===== src/sv/mhc_pkg.sv =====
// Shared types, constants and the arctangent table for the magnetometer heading block.
// Used by mhc_cal, mhc_cordic_cell and the top level; depends on nothing else.
package mhc_pkg;

  localparam int unsigned AngleIterDef = 16;
  localparam int unsigned TabLen       = 24;

  localparam int unsigned SmpW = 16;                  // raw sample and offset width
  localparam int unsigned DifW = 17;                  // offset-corrected sample width
  localparam int unsigned XyW  = 36;                  // rotator x/y width (value << 16 plus gain)
  localparam int unsigned ZW   = 25;                  // angle in 1/256 centidegree

  typedef enum logic [1:0] {
    ACT_MEASURE = 2'd0,
    ACT_SAMPLE  = 2'd1,
    ACT_FINISH  = 2'd2,
    ACT_START   = 2'd3
  } action_e;

  typedef enum logic [1:0] {
    ST_VALID = 2'd0,
    ST_UNDEF = 2'd1,
    ST_CAL   = 2'd2
  } status_e;

  localparam logic [1:0] RegOffsetX = 2'd0;
  localparam logic [1:0] RegOffsetY = 2'd1;
  localparam logic [1:0] RegOffsetZ = 2'd2;

  localparam logic signed [ZW-1:0] HalfTurn  = 25'sd4608000;
  localparam logic signed [ZW-1:0] Turn      = 25'sd9216000;
  localparam logic signed [ZW-1:0] RoundHalf = 25'sd128;

  localparam logic [15:0] Head0      = 16'd0;
  localparam logic [15:0] Head90     = 16'd9000;
  localparam logic [15:0] Head180    = 16'd18000;
  localparam logic [15:0] Head270    = 16'd27000;
  localparam logic [15:0] CentiTurn  = 16'd36000;

  typedef struct packed {
    logic signed [SmpW-1:0] x;
    logic signed [SmpW-1:0] y;
    logic signed [SmpW-1:0] z;
  } offsets_t;

  typedef struct packed {
    logic                  vld;
    logic signed [XyW-1:0] x;
    logic signed [XyW-1:0] y;
    logic signed [ZW-1:0]  z;
  } cord_t;

  // atan(2^-idx) in 1/256 centidegree, rounded
  function automatic logic signed [ZW-1:0] atan_entry(input int unsigned idx);
    logic signed [ZW-1:0] a;
    case (idx)
      0:       a = 25'sd1152000;
      1:       a = 25'sd680065;
      2:       a = 25'sd359328;
      3:       a = 25'sd182400;
      4:       a = 25'sd91554;
      5:       a = 25'sd45822;
      6:       a = 25'sd22916;
      7:       a = 25'sd11459;
      8:       a = 25'sd5730;
      9:       a = 25'sd2865;
      10:      a = 25'sd1432;
      11:      a = 25'sd716;
      12:      a = 25'sd358;
      13:      a = 25'sd179;
      14:      a = 25'sd90;
      15:      a = 25'sd45;
      16:      a = 25'sd22;
      17:      a = 25'sd11;
      18:      a = 25'sd6;
      19:      a = 25'sd3;
      20:      a = 25'sd1;
      21:      a = 25'sd1;
      default: a = '0;
    endcase
    return a;
  endfunction

endpackage


===== src/sv/mhc_cordic_cell.sv =====
// One vectoring rotation step of the heading chain, with a fixed shift per cell.
// Depends on mhc_pkg (cord_t, angle table).
module mhc_cordic_cell #(
  parameter int unsigned SHIFT = 0
) (
  input  logic           clk_i,
  input  logic           rst_ni,
  input  mhc_pkg::cord_t in_i,
  output mhc_pkg::cord_t out_o
);

  localparam logic signed [mhc_pkg::ZW-1:0] Angle = mhc_pkg::atan_entry(SHIFT);

  logic signed [mhc_pkg::XyW-1:0] x_in, y_in, x_sh, y_sh;
  logic signed [mhc_pkg::XyW-1:0] x_d, y_d, x_q, y_q;
  logic signed [mhc_pkg::ZW-1:0]  z_in, z_d, z_q;
  logic                           vld_q;

  assign x_in = in_i.x;
  assign y_in = in_i.y;
  assign z_in = in_i.z;
  assign x_sh = x_in >>> SHIFT;
  assign y_sh = y_in >>> SHIFT;

  always_comb begin
    // rotate toward the x axis
    if (!y_in[mhc_pkg::XyW-1]) begin
      x_d = x_in + y_sh;
      y_d = y_in - x_sh;
      z_d = z_in + Angle;
    end else begin
      x_d = x_in - y_sh;
      y_d = y_in + x_sh;
      z_d = z_in - Angle;
    end
  end

  always_ff @(posedge clk_i or negedge rst_ni) begin
    if (!rst_ni) begin
      vld_q <= 1'b0;
    end else begin
      vld_q <= in_i.vld;
    end
  end

  always_ff @(posedge clk_i) begin
    x_q <= x_d;
    y_q <= y_d;
    z_q <= z_d;
  end

  assign out_o = '{vld: vld_q, x: x_q, y: y_q, z: z_q};

endmodule


===== config.mk =====
export PLATFORM = sky130hd
export DESIGN_NAME = mhc_cordic_cell
export DESIGN_NICKNAME = d
export VERILOG_FILES = /design/src/sv/mhc_pkg.sv /design/src/sv/mhc_cordic_cell.sv
export SDC_FILE = /design/constraint.sdc
export NUM_CORES = 1
export LEC_CHECK = 0
export BUFFER_PORTS_ARGS = -buffer_cell sky130_fd_sc_hd__buf_2
export CORE_MARGIN = 2
export CORE_UTILIZATION = 60
export DETAILED_ROUTE_END_ITERATION = 8
export PLACE_DENSITY = 0.84
export SYNTH_ARGS = -nofsm -noshare
export SYNTH_HDL_FRONTEND = slang
export SYNTH_SLANG_ARGS = --single-unit

===== constraint.sdc =====
create_clock -name clk_i -period 1.55 [get_ports clk_i]
set_input_delay 0.31 -clock clk_i [delete_from_list [all_inputs] [get_ports clk_i]]
set_output_delay 0.31 -clock clk_i [all_outputs]
set_load 0.05 [all_outputs]

==> results of run 1 <==
logic make-up after synthesis:
family | synth area share, %
AND/OR/NAND/NOR | 12.9
multiplexers | 2.60
buffers and inverters | 7.46
flip-flops | 23.0
XOR/XNOR | 8.29
adder cells (fa/ha/maj) | 18.4
AO/OA/AOI/OAI | 27.3
per-stage QoR:
step	std cells	area (sq um)	utilization, %	worst slack, ns	hold WS, ns
3_5_place_dp	1764	12500	90.6	-1.81	0.0849
2_1_floorplan	1089	9000	-	-1.30	0.0144
3_3_place_gp	1764	12500	90.6	-1.64	0.0850
==> impl_metrics.toml, run 1 <==
[run_status]
status = "stopped before the end"
haltStage = "clock tree synthesis (4_1_cts)"
stop_error = "[ERROR DPL-0038] Utilization greater than 100%, impossible to legalize"

[floorplanning]
initial_utilization_pct = 61.1
die_h_um = 123
ios = 198
row_count = 43
die_x_um = 123

[yosys]
ys.flop_type = "dfxtp_1"
yosysMostFrequentCell = "a21oi_1"
synth_seq_cells = 97
synth_top_area_cell = "dfxtp_1"
syn-num-nets = 1311
async_flop_share_pct = 1.03
yosys_warnings = 0
yosys-top-cells-area = "dfxtp_1, ha_1, a21oi_1, xnor2_1, inv_1"
synth_cells = 1089
synth-edff-count = 0
yosysTopAreaCellShare_pct = 22.7
syn_area_sq_um = 8450
syn_area_per_cell_sq_um = 7.76
yosys-top-cells-count = "a21oi_1, ha_1, inv_1"
synth.distinct_cells = 62
seq_area_frac_synth_pct = 23.0

[clock_tree]
clk_path_buf_depth = 2
cts_num_sinks = 97
cts-buffers-inserted = 9
postCtsSetupBuffers = 57
cts.htree.levels = 3
clockRootBuffer = "clkbuf_16"
ctsResizeCount = 201
cts_hold_buf = 1

[placement]
portBuffers = 197
dp_hpwl_um = 25700
gp_congestion = 1.00
==> inputs of run 2 (changes only) <==
--- a/config.mk
+++ b/config.mk
@@ -7,9 +7,9 @@
 export LEC_CHECK = 0
 export BUFFER_PORTS_ARGS = -buffer_cell sky130_fd_sc_hd__buf_2
 export CORE_MARGIN = 2
-export CORE_UTILIZATION = 60
+export CORE_UTILIZATION = 40
 export DETAILED_ROUTE_END_ITERATION = 8
-export PLACE_DENSITY = 0.84
+export PLACE_DENSITY_LB_ADDON = 0.15
 export SYNTH_ARGS = -nofsm -noshare
 export SYNTH_HDL_FRONTEND = slang
 export SYNTH_SLANG_ARGS = --single-unit
==> run 2 against run 1 <==
Compared with the run above: the flow now finishes, with violations (setup timing); synthesized cell count is the same; area after synthesis did not move.
==> impl_metrics.toml, run 2 <==
[run_status]
status = "complete, but fails checks"
failed_checks = "setup timing"

[routing]
via_count = 9706
firstDrtPassIters = 6
wl_per_cell_um = 15.7
vias_per_cell = 5.05
ant_nets = 0
drt_iter0_drc = 492
drc = 0
wl_um = 30200

[floorplanning]
fp.dieArea_sq_um = 22300
ios = 198
row_count = 53
core_sq_um = 20900
initial_utilization_pct = 40.5
die_x_um = 149
die_h_um = 149

[yosys]
syn_area_per_cell_sq_um = 7.76
yosys_warnings = 0
yosysMostFrequentCell = "a21oi_1"
synth.distinct_cells = 62
yosysTopAreaCellShare_pct = 22.7
synth_top_area_cell = "dfxtp_1"
syn-num-nets = 1311
synth_cells = 1089
ys.flop_type = "dfxtp_1"
synth-edff-count = 0
async_flop_share_pct = 1.03
synth_seq_cells = 97
seq_area_frac_synth_pct = 23.0
syn_area_sq_um = 8450
yosys-top-cells-area = "dfxtp_1, ha_1, a21oi_1, xnor2_1, inv_1"
yosys-top-cells-count = "a21oi_1, ha_1, inv_1"

[timing]
setup_viol = 69
fin_setup_tns_ns = -54.73
setup_ws_ns = -1.30
worst_pin_slew_ns = 0.750
timing.final.max_slew_violations = 0
period_share_pct = 184
fmax_mhz = 351
rsz0062_at_grt = "true"
finalHoldViolCount = 0
slew_headroom_pct = 50.0
min_period_ns = 2.85

[cells_and_area]
drive_gt1_share_pct = 47.1
finish.net_count = 1865
largest_reg_flops = 36
final_util_pct = 66.7
largestRegisters = "x_q: 36 flops, y_q: 35 flops, z_q: 25 flops"
syn2layout_area_growth_pct = 64.8
final_cell_mix = "buf_4, buf_2, a21oi_1, inv_1"
diodes = 0
layout_commonest_cell = "buf_4"
top_register = "x_q"

[clock_tree]
cts_tree = "built"
path_clk_slew_ns = 0.08
cts_num_sinks = 97
cts-buffers-inserted = 9
cts.htree.levels = 3
clk_path_buf_depth = 2
clockRootBuffer = "clkbuf_16"

[power]
p_leak_nw = 6.87
ir_worst_vdd_v = 0.000568
pwr_density_cell_nw_per_um2 = 917

[critical_path]
worstPathRequired_ns = 1.85
critical_path_class = "primary input to flip-flop"
cp_max_fo = 4
worstPathArrival_ns = 3.15
critPathLaunchType = "primary input"
cp-end-kind = "flip-flop"

[placement]
portBuffers = 197
dp_hpwl_um = 23800
gp_congestion = 0.970

[global_routing]
grt_max_degree = 55
grt_pass1_wl_um = 47800
grtUsageTotal_pct = 26.8
grt_pass1_vias = 9725
grt_remaining_overflow = 0
antenna_found_initial = 0

[hold_path]
hold_class = "primary input to flip-flop"

[flow_run]
cap_violations = 0
run 2: cell counts after synthesis:
Identical to the previous run, type by type.
run 2: critical path, stage by stage:
cell and delay (ns):
buf_8 0.10, ha_4 0.15, fa_2 0.36, nor2b_4 0.14
o211ai_1 0.32, nand4_1 0.24, a311oi_2 0.29, buf_4 0.18
o31ai_4 0.05, a211oi_2 0.18, buf_4 0.16, o41a_4 0.17
a31oi_4 0.11, a211oi_2 0.22, xor2_1 0.15
run 2: cell families after synthesis:
family                     synth area share [%]
AOI/OAI and AO/OA                          27.3
and+or+nand+nor                            12.9
buffers and inverters                      7.46
adders and majority gates                  18.4
DFF                                        23.0
xor gates and xnor gates                   8.29
muxes                                      2.60
run 2: report_power, final:
group	internal [mW]	leakage, nW	switching (mW)	total [mW]
combinational	2.74	5.90	4.43	7.17
sequential	3.03	0.822	0.166	3.20
clock	1.16	0.148	1.24	2.40
run 2: cell type report:
cell class	instances	area (sq um)
Clock buffer	9	225
Clock inverter	7	73.8
Fill cell	1779	6960
Inverter	118	502
Multi-Input combinational cell	828	6760
Sequential cell	97	1950
Tap cell	275	344
Timing Repair Buffer	589	4080
run 2: final timing paths:
check,startpoint,endpoint,slack [ns],cells past startpoint
max,in_i[61],x_q[34]$_DFF_P_,-1.30,15
min,in_i[1],z_q[1]$_DFF_P_,0.03,1
max in group asynchronous,rst_ni,vld_q$_DFF_PN0_,1.23,2
min in group asynchronous,rst_ni,vld_q$_DFF_PN0_,0.23,2
run 2: layer usage:
| layer | GRT usage [%] | part of all wire [%] | vias to the layer above |
|---|---|---|---|
| met5 | 0 | 0 | - |
| met4 | 6.90 | 1.7 | 0 |
| met3 | 2.97 | 4.7 | 32 |
| met2 | 46.8 | 48 | 272 |
| met1 | 35.1 | 45 | 4526 |
| li1 | - | - | 4876 |
run 2: repair_timing:
item,CTS,global route
setup buffers,34,12
hold buffers,1,0
endpoints found under the setup margin,70,73
gates resized for setup,109,44
gates cloned,0,0
pin swaps,84,64
hold endpoints to repair,1,0
run 2: metrics by stage:
step / std cells / setup slack, ns / total power [mW] / area, sq um / hold slack (ns)
floorplan: 1089 / -1.30 / 7.48 / 9000 / 0.0144
global placement: 1879 / -1.76 / 9.88 / 12800 / 0.0845
detailed placement: 1879 / -1.86 / 9.93 / 12800 / 0.0877
global route: 1923 / -1.43 / 13.4 / 13900 / 0.0268
CTS: 1923 / -1.22 / 12.7 / 13800 / 0.0253
finish: 1923 / -1.30 / 12.8 / 13900 / 0.0333
Note: power is estimated with default switching activity, not from simulation.
==> inputs of run 3 (changes only) <==
--- a/config.mk
+++ b/config.mk
@@ -6,6 +6,7 @@
 export NUM_CORES = 1
 export LEC_CHECK = 0
 export BUFFER_PORTS_ARGS = -buffer_cell sky130_fd_sc_hd__buf_2
+export CORE_ASPECT_RATIO = 1.25
 export CORE_MARGIN = 2
 export CORE_UTILIZATION = 40
 export DETAILED_ROUTE_END_ITERATION = 8
==> run 3 against run 2 <==
Compared with the run above: final cell count is 0.26% higher; first-iteration DRC count is 11% higher; non-clock buffer count up 6; via count grew 2.6%; power rose by 2.2%; flip-flop and latch count is the same; setup slack better by 0.041 ns; critical path depth is 1 higher; the run still ends with setup timing left; die area hardly changed; hold slack improved by 0.0069 ns.
==> impl_metrics.toml, run 3 (synthesis gave the netlist of run 2 again) <==
[run_status]
status = "complete, but fails checks"
failed_checks = "setup timing"

[flow_run]
cap_violations = 0

[floorplanning]
ios = 198
initial_utilization_pct = 40.6
row_count = 59
die_h_um = 167
fp.dieArea_sq_um = 22300
core_sq_um = 20800
die_x_um = 134

[timing]
fmax_mhz = 356
fin_setup_tns_ns = -51.28
worst_pin_slew_ns = 0.657
period_share_pct = 181
setup_viol = 71
timing.final.max_slew_violations = 0
setup_ws_ns = -1.26
rsz0062_at_grt = "true"
finalHoldViolCount = 0
min_period_ns = 2.81
slew_headroom_pct = 56.2
timing.hold.ws_ns = 0.0403

[cells_and_area]
final_cell_mix = "buf_4, buf_2, a21oi_1, inv_1, dfxtp_1"
finish.net_count = 1871
largest_reg_flops = 36
syn2layout_area_growth_pct = 71.0
drive_gt1_share_pct = 49.3
top_register = "x_q"
largestRegisters = "x_q: 36 flops, y_q: 35 flops, z_q: 25 flops"
layout_commonest_cell = "buf_4"
diodes = 0
fin_cells = 1928
final_util_pct = 69.5
fillerInstances = 1707

[global_routing]
grtUsageTotal_pct = 27.2
grt_max_degree = 40
grt_remaining_overflow = 0
grt_pass1_vias = 9991
grt_pass1_wl_um = 49000
antenna_found_initial = 0

[routing]
via_count = 9961
drc = 0
ant_nets = 0
vias_per_cell = 5.17
drt_iter0_drc = 547
wl_per_cell_um = 16.3
firstDrtPassIters = 5
wl_um = 31300

[placement]
gp_congestion = 0.946
dp_hpwl_um = 24500
dp_slack_ns = -1.77
dpl.cell_count = 1865
portBuffers = 197

[critical_path]
worstPathArrival_ns = 3.07
critical_path_class = "primary input to flip-flop"
cp_max_fo = 3
cp-end-kind = "flip-flop"
critPathLaunchType = "primary input"
worstPathRequired_ns = 1.81

[power]
ir_worst_vdd_v = 0.000613
p_leak_nw = 7.00
pwr_density_cell_nw_per_um2 = 902

[clock_tree]
path_clk_slew_ns = 0.08
cts-buffers-inserted = 9
clockRootBuffer = "clkbuf_16"
clk_path_buf_depth = 2
cts_num_sinks = 97
cts.htree.levels = 3
cts_tree = "built"

[hold_path]
min_path_cells = 1
hold_class = "primary input to flip-flop"
[run 3: layer usage]
metal | track usage (%) | routed length, um | vias to the layer above
met5 | 0 | 0 | -
met4 | 11.5 | 1360 | 0
met3 | 3.65 | 1520 | 89
met2 | 50.4 | 16200 | 351
met1 | 31.0 | 12200 | 4630
li1 | - | - | 4891
[run 3: critical path: stages]
cell and delay (ns):
buf_8 0.10, ha_4 0.15, fa_2 0.37, nor2b_4 0.14, o211ai_1 0.29, nand4_1 0.20, a311oi_2 0.24, buf_4 0.19
o31ai_4 0.06, a211oi_2 0.19, buf_4 0.16, buf_6 0.10, o21ai_4 0.05, a311oi_2 0.23, o22ai_1 0.12, xnor2_1 0.16
[run 3: final timing paths]
check | from | end | slack (ns)
min in group asynchronous | rst_ni | vld_q$_DFF_PN0_ | 0.26
max in group asynchronous | rst_ni | vld_q$_DFF_PN0_ | 1.21
worst min-delay path | in_i[2] | z_q[2]$_DFF_P_ | 0.04
worst max-delay path | in_i[25] | x_q[32]$_DFF_P_ | -1.26
[run 3: power by group]
group	total [mW]	leakage [nW]	internal (mW)	switching, mW
Sequential	3.20	0.822	3.04	0.168
Combinational	7.52	6.03	2.91	4.61
Clock	2.32	0.143	1.14	1.18
[run 3: cell type report]
class | instances | area [sq um] | area share [%]
multi-input combinational | 828 | 7110 | 49.2
timing repair buffer | 595 | 4250 | 29.4
sequential | 97 | 1950 | 13.5
inverter | 118 | 509 | 3.52
tap | 274 | 343 | 2.37
clock buffer | 9 | 225 | 1.56
clock inverter | 7 | 72.6 | 0.502
[run 3: metrics by stage]
step / total power [mW] / cell area [sq um]
after CTS: 12.8 / 14100
after global routing: 13.7 / 14500
final: 13.0 / 14500
after detailed placement: 9.92 / 12700
after global placement: 9.88 / 12700
after floorplan: 7.48 / 9000
[run 3: what timing repair did]
action                                  CTS  global route
endpoints found under the setup margin   72            72
resized for setup                       184            69
cloned                                    0             0
pin swaps                               126            78
buffers inserted                         39            22
endpoints found under the hold margin     1             0
hold buffers                              1             0
