<file path="config.mk">
export PLATFORM = sky130hd
export DESIGN_NAME = mhc_cal
export DESIGN_NICKNAME = d
export VERILOG_FILES = /design/src/sv/mhc_pkg.sv /design/src/sv/mhc_cal.sv
export SDC_FILE = /design/constraint.sdc
export NUM_CORES = 1
export LEC_CHECK = 0
export BUFFER_PORTS_ARGS = -buffer_cell sky130_fd_sc_hd__buf_2
export CAP_MARGIN = 10
export CORE_ASPECT_RATIO = 1.2
export CORE_MARGIN = 2
export CORE_UTILIZATION = 40
export DETAILED_ROUTE_END_ITERATION = 16
export GPL_TIMING_DRIVEN = 0
export HOLD_SLACK_MARGIN = 0.1
export MAX_ROUTING_LAYER = met4
export PLACE_DENSITY_LB_ADDON = 0.2
export SYNTH_ARGS = -nofsm -noshare
export SYNTH_HDL_FRONTEND = slang
export SYNTH_SLANG_ARGS = --single-unit
export TNS_END_PERCENT = 10
</file>
<file path="constraint.sdc">
create_clock -name clk_i -period 7 [get_ports clk_i]
set_input_delay 1.4 -clock clk_i [delete_from_list [all_inputs] [get_ports clk_i]]
set_output_delay 1.4 -clock clk_i [all_outputs]
set_load 0.005 [all_outputs]
</file>
<file path="src/sv/mhc_pkg.sv">
// Shared types, constants and the arctangent table for the magnetometer heading block.
// Used by mhc_cal, mhc_cordic_cell and the top level; depends on nothing else.
package mhc_pkg;

  localparam int unsigned AngleIterDef = 16;
  localparam int unsigned TabLen       = 24;

  localparam int unsigned SmpW = 16;                  // raw sample and offset width
  localparam int unsigned DifW = 17;                  // offset-corrected sample width
  localparam int unsigned XyW  = 36;                  // rotator x/y width (value << 16 plus gain)
  localparam int unsigned ZW   = 25;                  // angle in 1/256 centidegree

  typedef enum logic [1:0] {
    ACT_MEASURE = 2'd0,
    ACT_SAMPLE  = 2'd1,
    ACT_FINISH  = 2'd2,
    ACT_START   = 2'd3
  } action_e;

  typedef enum logic [1:0] {
    ST_VALID = 2'd0,
    ST_UNDEF = 2'd1,
    ST_CAL   = 2'd2
  } status_e;

  localparam logic [1:0] RegOffsetX = 2'd0;
  localparam logic [1:0] RegOffsetY = 2'd1;
  localparam logic [1:0] RegOffsetZ = 2'd2;

  localparam logic signed [ZW-1:0] HalfTurn  = 25'sd4608000;
  localparam logic signed [ZW-1:0] Turn      = 25'sd9216000;
  localparam logic signed [ZW-1:0] RoundHalf = 25'sd128;

  localparam logic [15:0] Head0      = 16'd0;
  localparam logic [15:0] Head90     = 16'd9000;
  localparam logic [15:0] Head180    = 16'd18000;
  localparam logic [15:0] Head270    = 16'd27000;
  localparam logic [15:0] CentiTurn  = 16'd36000;

  typedef struct packed {
    logic signed [SmpW-1:0] x;
    logic signed [SmpW-1:0] y;
    logic signed [SmpW-1:0] z;
  } offsets_t;

  typedef struct packed {
    logic                  vld;
    logic signed [XyW-1:0] x;
    logic signed [XyW-1:0] y;
    logic signed [ZW-1:0]  z;
  } cord_t;

  // atan(2^-idx) in 1/256 centidegree, rounded
  function automatic logic signed [ZW-1:0] atan_entry(input int unsigned idx);
    logic signed [ZW-1:0] a;
    case (idx)
      0:       a = 25'sd1152000;
      1:       a = 25'sd680065;
      2:       a = 25'sd359328;
      3:       a = 25'sd182400;
      4:       a = 25'sd91554;
      5:       a = 25'sd45822;
      6:       a = 25'sd22916;
      7:       a = 25'sd11459;
      8:       a = 25'sd5730;
      9:       a = 25'sd2865;
      10:      a = 25'sd1432;
      11:      a = 25'sd716;
      12:      a = 25'sd358;
      13:      a = 25'sd179;
      14:      a = 25'sd90;
      15:      a = 25'sd45;
      16:      a = 25'sd22;
      17:      a = 25'sd11;
      18:      a = 25'sd6;
      19:      a = 25'sd3;
      20:      a = 25'sd1;
      21:      a = 25'sd1;
      default: a = '0;
    endcase
    return a;
  endfunction

endpackage

</file>
<file path="src/sv/mhc_cal.sv">
// Hard-iron calibration: configured offsets, running per-axis extremes and midpoints.
// Depends on mhc_pkg.
module mhc_cal (
  input  logic                            clk_i,
  input  logic                            rst_ni,
  input  logic                            cfg_we_i,
  input  logic [1:0]                      cfg_index_i,
  input  logic [mhc_pkg::SmpW-1:0]        cfg_data_i,
  input  logic                            take_i,
  input  mhc_pkg::action_e                action_i,
  input  logic signed [mhc_pkg::SmpW-1:0] x_i,
  input  logic signed [mhc_pkg::SmpW-1:0] y_i,
  input  logic signed [mhc_pkg::SmpW-1:0] z_i,
  output mhc_pkg::offsets_t               offs_o
);

  logic signed [mhc_pkg::SmpW-1:0] cfg_q [3];
  logic signed [mhc_pkg::SmpW-1:0] max_q [3];
  logic signed [mhc_pkg::SmpW-1:0] min_q [3];
  logic signed [mhc_pkg::SmpW-1:0] cal_q [3];
  logic                            calibrated_q;

  logic signed [mhc_pkg::SmpW-1:0] smp [3];
  logic signed [mhc_pkg::SmpW-1:0] mid [3];
  logic signed [mhc_pkg::SmpW-1:0] eff [3];
  logic signed [mhc_pkg::DifW-1:0] sum [3];
  logic signed [mhc_pkg::DifW-1:0] sum_adj [3];
  logic                            fin;

  assign smp[0] = x_i;
  assign smp[1] = y_i;
  assign smp[2] = z_i;
  assign fin    = (action_i == mhc_pkg::ACT_FINISH);

  always_comb begin
    for (int a = 0; a < 3; a++) begin
      sum[a]     = $signed({min_q[a][mhc_pkg::SmpW-1], min_q[a]})
                 + $signed({max_q[a][mhc_pkg::SmpW-1], max_q[a]});
      // truncate toward zero: bias negative sums by one before the shift
      sum_adj[a] = sum[a] + $signed({{(mhc_pkg::DifW-1){1'b0}}, sum[a][mhc_pkg::DifW-1]});
      mid[a]     = sum_adj[a][mhc_pkg::DifW-1:1];
      if (fin) begin
        eff[a] = mid[a];
      end else if (calibrated_q) begin
        eff[a] = cal_q[a];
      end else begin
        eff[a] = cfg_q[a];
      end
    end
  end

  assign offs_o = '{x: eff[0], y: eff[1], z: eff[2]};

  always_ff @(posedge clk_i or negedge rst_ni) begin
    if (!rst_ni) begin
      for (int a = 0; a < 3; a++) begin
        cfg_q[a] <= '0;
        max_q[a] <= '0;
        min_q[a] <= '0;
        cal_q[a] <= '0;
      end
      calibrated_q <= 1'b0;
    end else begin
      if (cfg_we_i) begin
        case (cfg_index_i)
          mhc_pkg::RegOffsetX: cfg_q[0] <= cfg_data_i;
          mhc_pkg::RegOffsetY: cfg_q[1] <= cfg_data_i;
          mhc_pkg::RegOffsetZ: cfg_q[2] <= cfg_data_i;
          default: ;
        endcase
      end
      if (take_i) begin
        case (action_i)
          mhc_pkg::ACT_START: begin
            for (int a = 0; a < 3; a++) begin
              max_q[a] <= '0;
              min_q[a] <= '0;
            end
          end
          mhc_pkg::ACT_SAMPLE: begin
            for (int a = 0; a < 3; a++) begin
              if (smp[a] > max_q[a]) max_q[a] <= smp[a];
              if (smp[a] < min_q[a]) min_q[a] <= smp[a];
            end
          end
          mhc_pkg::ACT_FINISH: begin
            for (int a = 0; a < 3; a++) begin
              cal_q[a] <= mid[a];
            end
            calibrated_q <= 1'b1;
          end
          default: ;
        endcase
      end
    end
  end

endmodule

</file>
Yosys cells after proc, flatten, opt, wreduce, memory -nomap -nowiden
Index checks and enable logic that the tools add are counted.

storage, ports and cells
  bits in registers = 193
  output and inout bits = 48
  logic and storage cells = 62

operators by class
  add/sub/neg operators = 6
  magnitude comparators = 6
  equal/unequal tests = 11
  muxes and demuxes = 14
  reductions and logical operators = 12

operators by type and width
  operator              number
  $mux W16              12
  $pmux W48 S2          2
  $add A16 B16 Y17      3
  $add A17 B2 Y17       3
  $gt A16 B16 Y1        3
  $lt A16 B16 Y1        3
  $reduce_and A3 Y1     6
  $ne A2 B2 Y1 const B  6
  $reduce_and A2 Y1     4
  $eq A2 B2 Y1 const B  3
  $eq A2 B1 Y1 const B  2
  $logic_not A2 Y1      1
  $reduce_bool A2 Y1    1

Longest topological paths before layout
  word-level depth = 3
  depth in mapped cells = 14
  depth with buffers taken out = 11

Worst setup path after synthesis
OpenSTA, ideal clock, no wires.

  kind = register to output
  from = register max_q[37] (netlist name)
  to = output offs_o[45] (netlist name)
  data arrival time = 3.174 ns
  required time = 5.600 ns
  slack = 2.426 ns
  stages on the path, launching flop included = 10
  path buffers = 0
  cells stage by stage = dfrtp_1 > ha_1 > or3_1 > or2_1 > o2111a_1 > a2111oi_4 > nand4_2 > or4b_4 > or3_1 > a31oi_1

RTL lines
  what                              RTL line       text
  start: declaration                mhc_cal.sv:18  logic signed [mhc_pkg::SmpW-1:0] max_q [3];
  start signal: indexed assignment  mhc_cal.sv:58  max_q[a] <= '0;
  start signal: indexed assignment  mhc_cal.sv:76  max_q[a] <= '0;
  end: declaration                  mhc_cal.sv:14  output mhc_pkg::offsets_t offs_o

==> impl_metrics.xml <==
<?xml version="1.0" encoding="UTF-8"?>
<metrics>
  <group name="run_status">
    <metric name="outcome" unit="">complete, no violations</metric>
  </group>
  <group name="pwr">
    <metric name="power_per_cell_area" unit="nW/um2">303.4</metric>
    <metric name="ir_drop" unit="mV">0.2010</metric>
    <metric name="static-leakage-power" unit="nW">7.193</metric>
    <metric name="post_layout_total_power" unit="mW">4.868</metric>
  </group>
  <group name="placed_design">
    <metric name="detailed_place_hpwl" unit="um">32650</metric>
    <metric name="postPlaceCellArea" unit="um2">15430</metric>
    <metric name="io_buffers" unit="">119</metric>
    <metric name="gp_congestion" unit="">0.8982</metric>
  </group>
  <group name="timing">
    <metric name="unrepaired_setup_endpoints_after_global_routing" unit="">no</metric>
    <metric name="finalHoldViolCount" unit="">0</metric>
    <metric name="worst-slew-pin-transition" unit="ns">1.123</metric>
    <metric name="slew-limit-headroom" unit="">0.2495</metric>
    <metric name="post-route-period-util" unit="">0.8488</metric>
    <metric name="timing.final.max_slew_violations" unit="">0</metric>
    <metric name="fin_skew" unit="ns">0.02126</metric>
    <metric name="fmax" unit="MHz">168.3</metric>
    <metric name="setup_tns_after_final_layout" unit="ns">0</metric>
    <metric name="setup_viol_count_final" unit="">0</metric>
    <metric name="post-route-min-period" unit="ns">5.942</metric>
  </group>
  <group name="worst_setup_path">
    <metric name="crit_type" unit="">reg -&gt; out</metric>
    <metric name="crit_path_cell_trace" unit="">ha_1 &gt; a21o_1 &gt; or3_1 &gt; o22a_1 &gt; a311oi_1 &gt; and4_1 &gt; clkbuf_1 &gt; nand4bb_1 &gt; clkbuf_1 &gt; clkbuf_1 &gt; o211a_1 &gt; a211oi_1 &gt; buf_2</metric>
    <metric name="cpMaxStageDelayCell" unit="">a211oi_1</metric>
    <metric name="setup.worst_path.start_class" unit="">flop</metric>
    <metric name="largest_stage_delay_on_the_critical_path" unit="ns">0.49</metric>
    <metric name="data_arrival_time_of_the_critical_path" unit="ns">4.54</metric>
    <metric name="critPathMostFrequentCell" unit="">clkbuf_1</metric>
    <metric name="timing.critical_path.fanout_max" unit="">10</metric>
    <metric name="timing.critical_path.required" unit="ns">5.60</metric>
    <metric name="crit_path_end_kind" unit="">output port</metric>
  </group>
  <group name="die">
    <metric name="placement_rows" unit="">75</metric>
    <metric name="core_area" unit="um2">35000</metric>
    <metric name="floorplan_die_height" unit="um">210.5</metric>
    <metric name="start_util" unit="">0.4062</metric>
    <metric name="fp.dieArea" unit="um2">37070</metric>
    <metric name="i_o_pin_count" unit="">120</metric>
    <metric name="die_width" unit="um">176.1</metric>
  </group>
  <group name="drt">
    <metric name="ant_nets" unit="">0</metric>
    <metric name="routed-via-count" unit="">12320</metric>
    <metric name="first_iter_violations" unit="">775</metric>
    <metric name="routed_wirelength" unit="um">41740</metric>
    <metric name="route.detailed.vias_per_inst" unit="">5.705</metric>
    <metric name="routedWlPerCell" unit="um">19.32</metric>
    <metric name="post-route-drc-count" unit="">0</metric>
    <metric name="dr.pass1.iters" unit="">5</metric>
  </group>
  <group name="clocking">
    <metric name="postCtsSetupBuffers" unit="">0</metric>
    <metric name="clkLatencyLatePin" unit="ns">0.47</metric>
    <metric name="cts_repair_resizes" unit="">0</metric>
    <metric name="htreeDepth" unit="">4</metric>
    <metric name="clk_transition_reported_paths" unit="ns">0.08</metric>
    <metric name="cts_root_buf" unit="">clkbuf_16</metric>
    <metric name="clock-sinks" unit="">193</metric>
    <metric name="cts-root-to-sink-buffers" unit="">2</metric>
    <metric name="post_cts_hold_buffer_count" unit="">0</metric>
    <metric name="cts_buffers" unit="">17</metric>
    <metric name="cts_tree" unit="">yes</metric>
  </group>
  <group name="grt">
    <metric name="global_route.overflow_total" unit="">0</metric>
    <metric name="first_global_vias" unit="">12180</metric>
    <metric name="grt_antenna_before_repair" unit="">0</metric>
    <metric name="maximum_number_of_pins_on_one_net_before_global_route_repair" unit="">98</metric>
    <metric name="grt_first_pass_wirelength" unit="um">66200</metric>
    <metric name="groute.usage.overall" unit="">0.2357</metric>
  </group>
  <group name="yosys">
    <metric name="synth_area" unit="um2">14220</metric>
    <metric name="number_of_enable_flip_flop_cells_after_synthesis" unit="">0</metric>
    <metric name="yosys.cell_types.count" unit="">74</metric>
    <metric name="ys_async_sr_fraction" unit="">1.000</metric>
    <metric name="syn-num-nets" unit="">1762</metric>
    <metric name="ys_dominant_reg_cell" unit="">dfrtp_1</metric>
    <metric name="yosys_register_bits" unit="">193</metric>
    <metric name="yosys_warnings" unit="">0</metric>
    <metric name="synth_seq_area_share" unit="">0.3397</metric>
    <metric name="synthesized_netlist_cell_count" unit="">1546</metric>
    <metric name="syn-mean-instance-area" unit="um2">9.196</metric>
  </group>
  <group name="final_layout">
    <metric name="num_antenna_cells" unit="">0</metric>
    <metric name="final_layout_size_suffix_gt1_frac" unit="">0.1296</metric>
    <metric name="area_growth_syn_to_layout" unit="%">12.88</metric>
    <metric name="final.fill_count" unit="">3480</metric>
    <metric name="post-route-cell-area" unit="um2">16050</metric>
    <metric name="layout.nets" unit="">1901</metric>
  </group>
  <group name="flow_run">
    <metric name="maxCapViolCount" unit="">0</metric>
  </group>
  <group name="hold_path">
    <metric name="hp-class" unit="">reg -&gt; reg</metric>
  </group>
</metrics>
-- synthesized netlist by cell type, types with 13 or more instances --
| library cell | number | share of area |
|---|---|---|
| inv_1 | 116 | 0.031 |
| a211oi_1 | 47 | 0.025 |
| o21ai_0 | 75 | 0.026 |
| o21a_1 | 18 | 0.0095 |
| o211ai_1 | 20 | 0.011 |
| nand3_1 | 48 | 0.017 |
| nand4_1 | 24 | 0.011 |
| and3_1 | 18 | 0.0079 |
| a22o_1 | 31 | 0.019 |
| xor2_1 | 30 | 0.018 |
| a21oi_1 | 88 | 0.031 |
| mux2_2 | 50 | 0.040 |
| clkbuf_1 | 67 | 0.018 |
| nand2_1 | 112 | 0.030 |
| nor2_1 | 67 | 0.018 |
| dfrtp_1 | 193 | 0.34 |
| nor3_1 | 22 | 0.0077 |
| xnor2_1 | 38 | 0.023 |
| o311ai_0 | 13 | 0.0080 |
| nor2b_1 | 46 | 0.020 |
| a21o_1 | 40 | 0.021 |
| ha_1 | 141 | 0.12 |
| nand2b_1 | 17 | 0.0075 |
| a32o_1 | 47 | 0.033 |
| mux2i_1 | 17 | 0.012 |
-- layout make-up --
cell class                      instances  area [um2]  area share
Clock inverter                         14       180.2     0.01123
Timing Repair Buffer                  120       633.1     0.03945
Tap cell                              462       578.1     0.03602
Inverter                              116       435.4     0.02713
Clock buffer                           18       439.2     0.02737
Multi-Input combinational cell       1167        8690      0.5415
Buffer                                 70       262.8     0.01637
Sequential cell                       193        4830      0.3010
-- placed cells by master (no fill, tap or decap), types with 8 or more instances in the layout --
cell type	count
inv_1	116
nor2b_1	46
o21a_1	18
a21oi_1	88
mux2i_1	17
mux2_2	50
xor2_1	30
a21o_1	40
o211ai_1	20
a211oi_1	47
or3_1	11
o311ai_0	13
nand2b_1	17
dfrtp_1	193
o21ai_0	75
nor3_1	22
nor2_1	67
a22o_1	31
nor4_1	10
a32o_1	47
ha_1	141
and3_1	18
and4_1	8
nand3_1	48
clkbuf_16	17
xnor2_1	38
and2_1	10
nand2_1	112
clkbuf_1	67
nand4_1	24
buf_2	118
or2_2	9
-- logic make-up (layout without fill, tap and decap cells) --
| logic type | Yosys count | count (layout) | share of synthesized area |
|---|---|---|---|
| DFF | 193 | 193 | 0.3397 |
| AOI/OAI and AO/OA | 457 | 457 | 0.2308 |
| buffers and inverters | 186 | 338 | 0.04911 |
| xor gates and xnor gates | 68 | 68 | 0.04189 |
| adders and majority gates | 144 | 144 | 0.1283 |
| muxes | 67 | 67 | 0.05157 |
| and+or+nand+nor | 431 | 431 | 0.1586 |
-- through the flow --
stage	std cells	utilization	worst slack, ns	hold WS [ns]
finish	2160	0.4585	1.058	0.4837
floorplan	1546	-	2.426	0.4429
global route	2160	0.4585	0.6972	0.5054
global placement	2127	0.4397	1.125	0.4610
CTS	2160	0.4585	1.065	0.4858
detailed placement	2128	0.4408	1.587	0.4671
-- state kept, by name, indices dropped and copies added (netlist names) --
signal	cells
cal_q	48
cfg_q	48
max_q	48
min_q	48
calibrated_q	1
-- per-layer routing --
layer / track usage / share of wire / wire (um)
met5: - / 0 / 0
met4: 0.09347 / 0.033 / 1359
met1: 0.2929 / 0.45 / 18580
met2: 0.3953 / 0.49 / 20500
met3: 0.02255 / 0.031 / 1295
-- critical path, delay by kind of cell, from the launching register on --
kind                     cells  cell delay (ns)
flip-flops                   1             0.42
AND/OR/NAND/NOR              3             0.69
buffers and inverters        4             0.92
adder cells (fa/ha/maj)      1             0.37
AO/OA/AOI/OAI                5             1.68
-- where the power goes --
group | internal, mW | switching (mW)
clock network | 0.496 | 0.536
registers | 1.40 | 0.211
logic | 0.919 | 1.31
-- path summary, 6_finish.rpt --
check	start	end	slack, ns	cells after the start
worst max-delay path	max_q[5]$_DFFE_PN0P_	offs_o[13]	1.06	13
worst min-delay path	cal_q[34]$_DFFE_PN0P_	cal_q[34]$_DFFE_PN0P_	0.48	2
max in group asynchronous	rst_ni	cal_q[3]$_DFFE_PN0P_	5.02	2
worst max register to register	max_q[0]$_DFFE_PN0P_	cal_q[10]$_DFFE_PN0P_	3.27	14
min in group asynchronous	rst_ni	max_q[2]$_DFFE_PN0P_	0.99	1
worst min register to register	cal_q[34]$_DFFE_PN0P_	cal_q[34]$_DFFE_PN0P_	0.48	2
No activity file was read; power rests on OpenSTA's default activity.
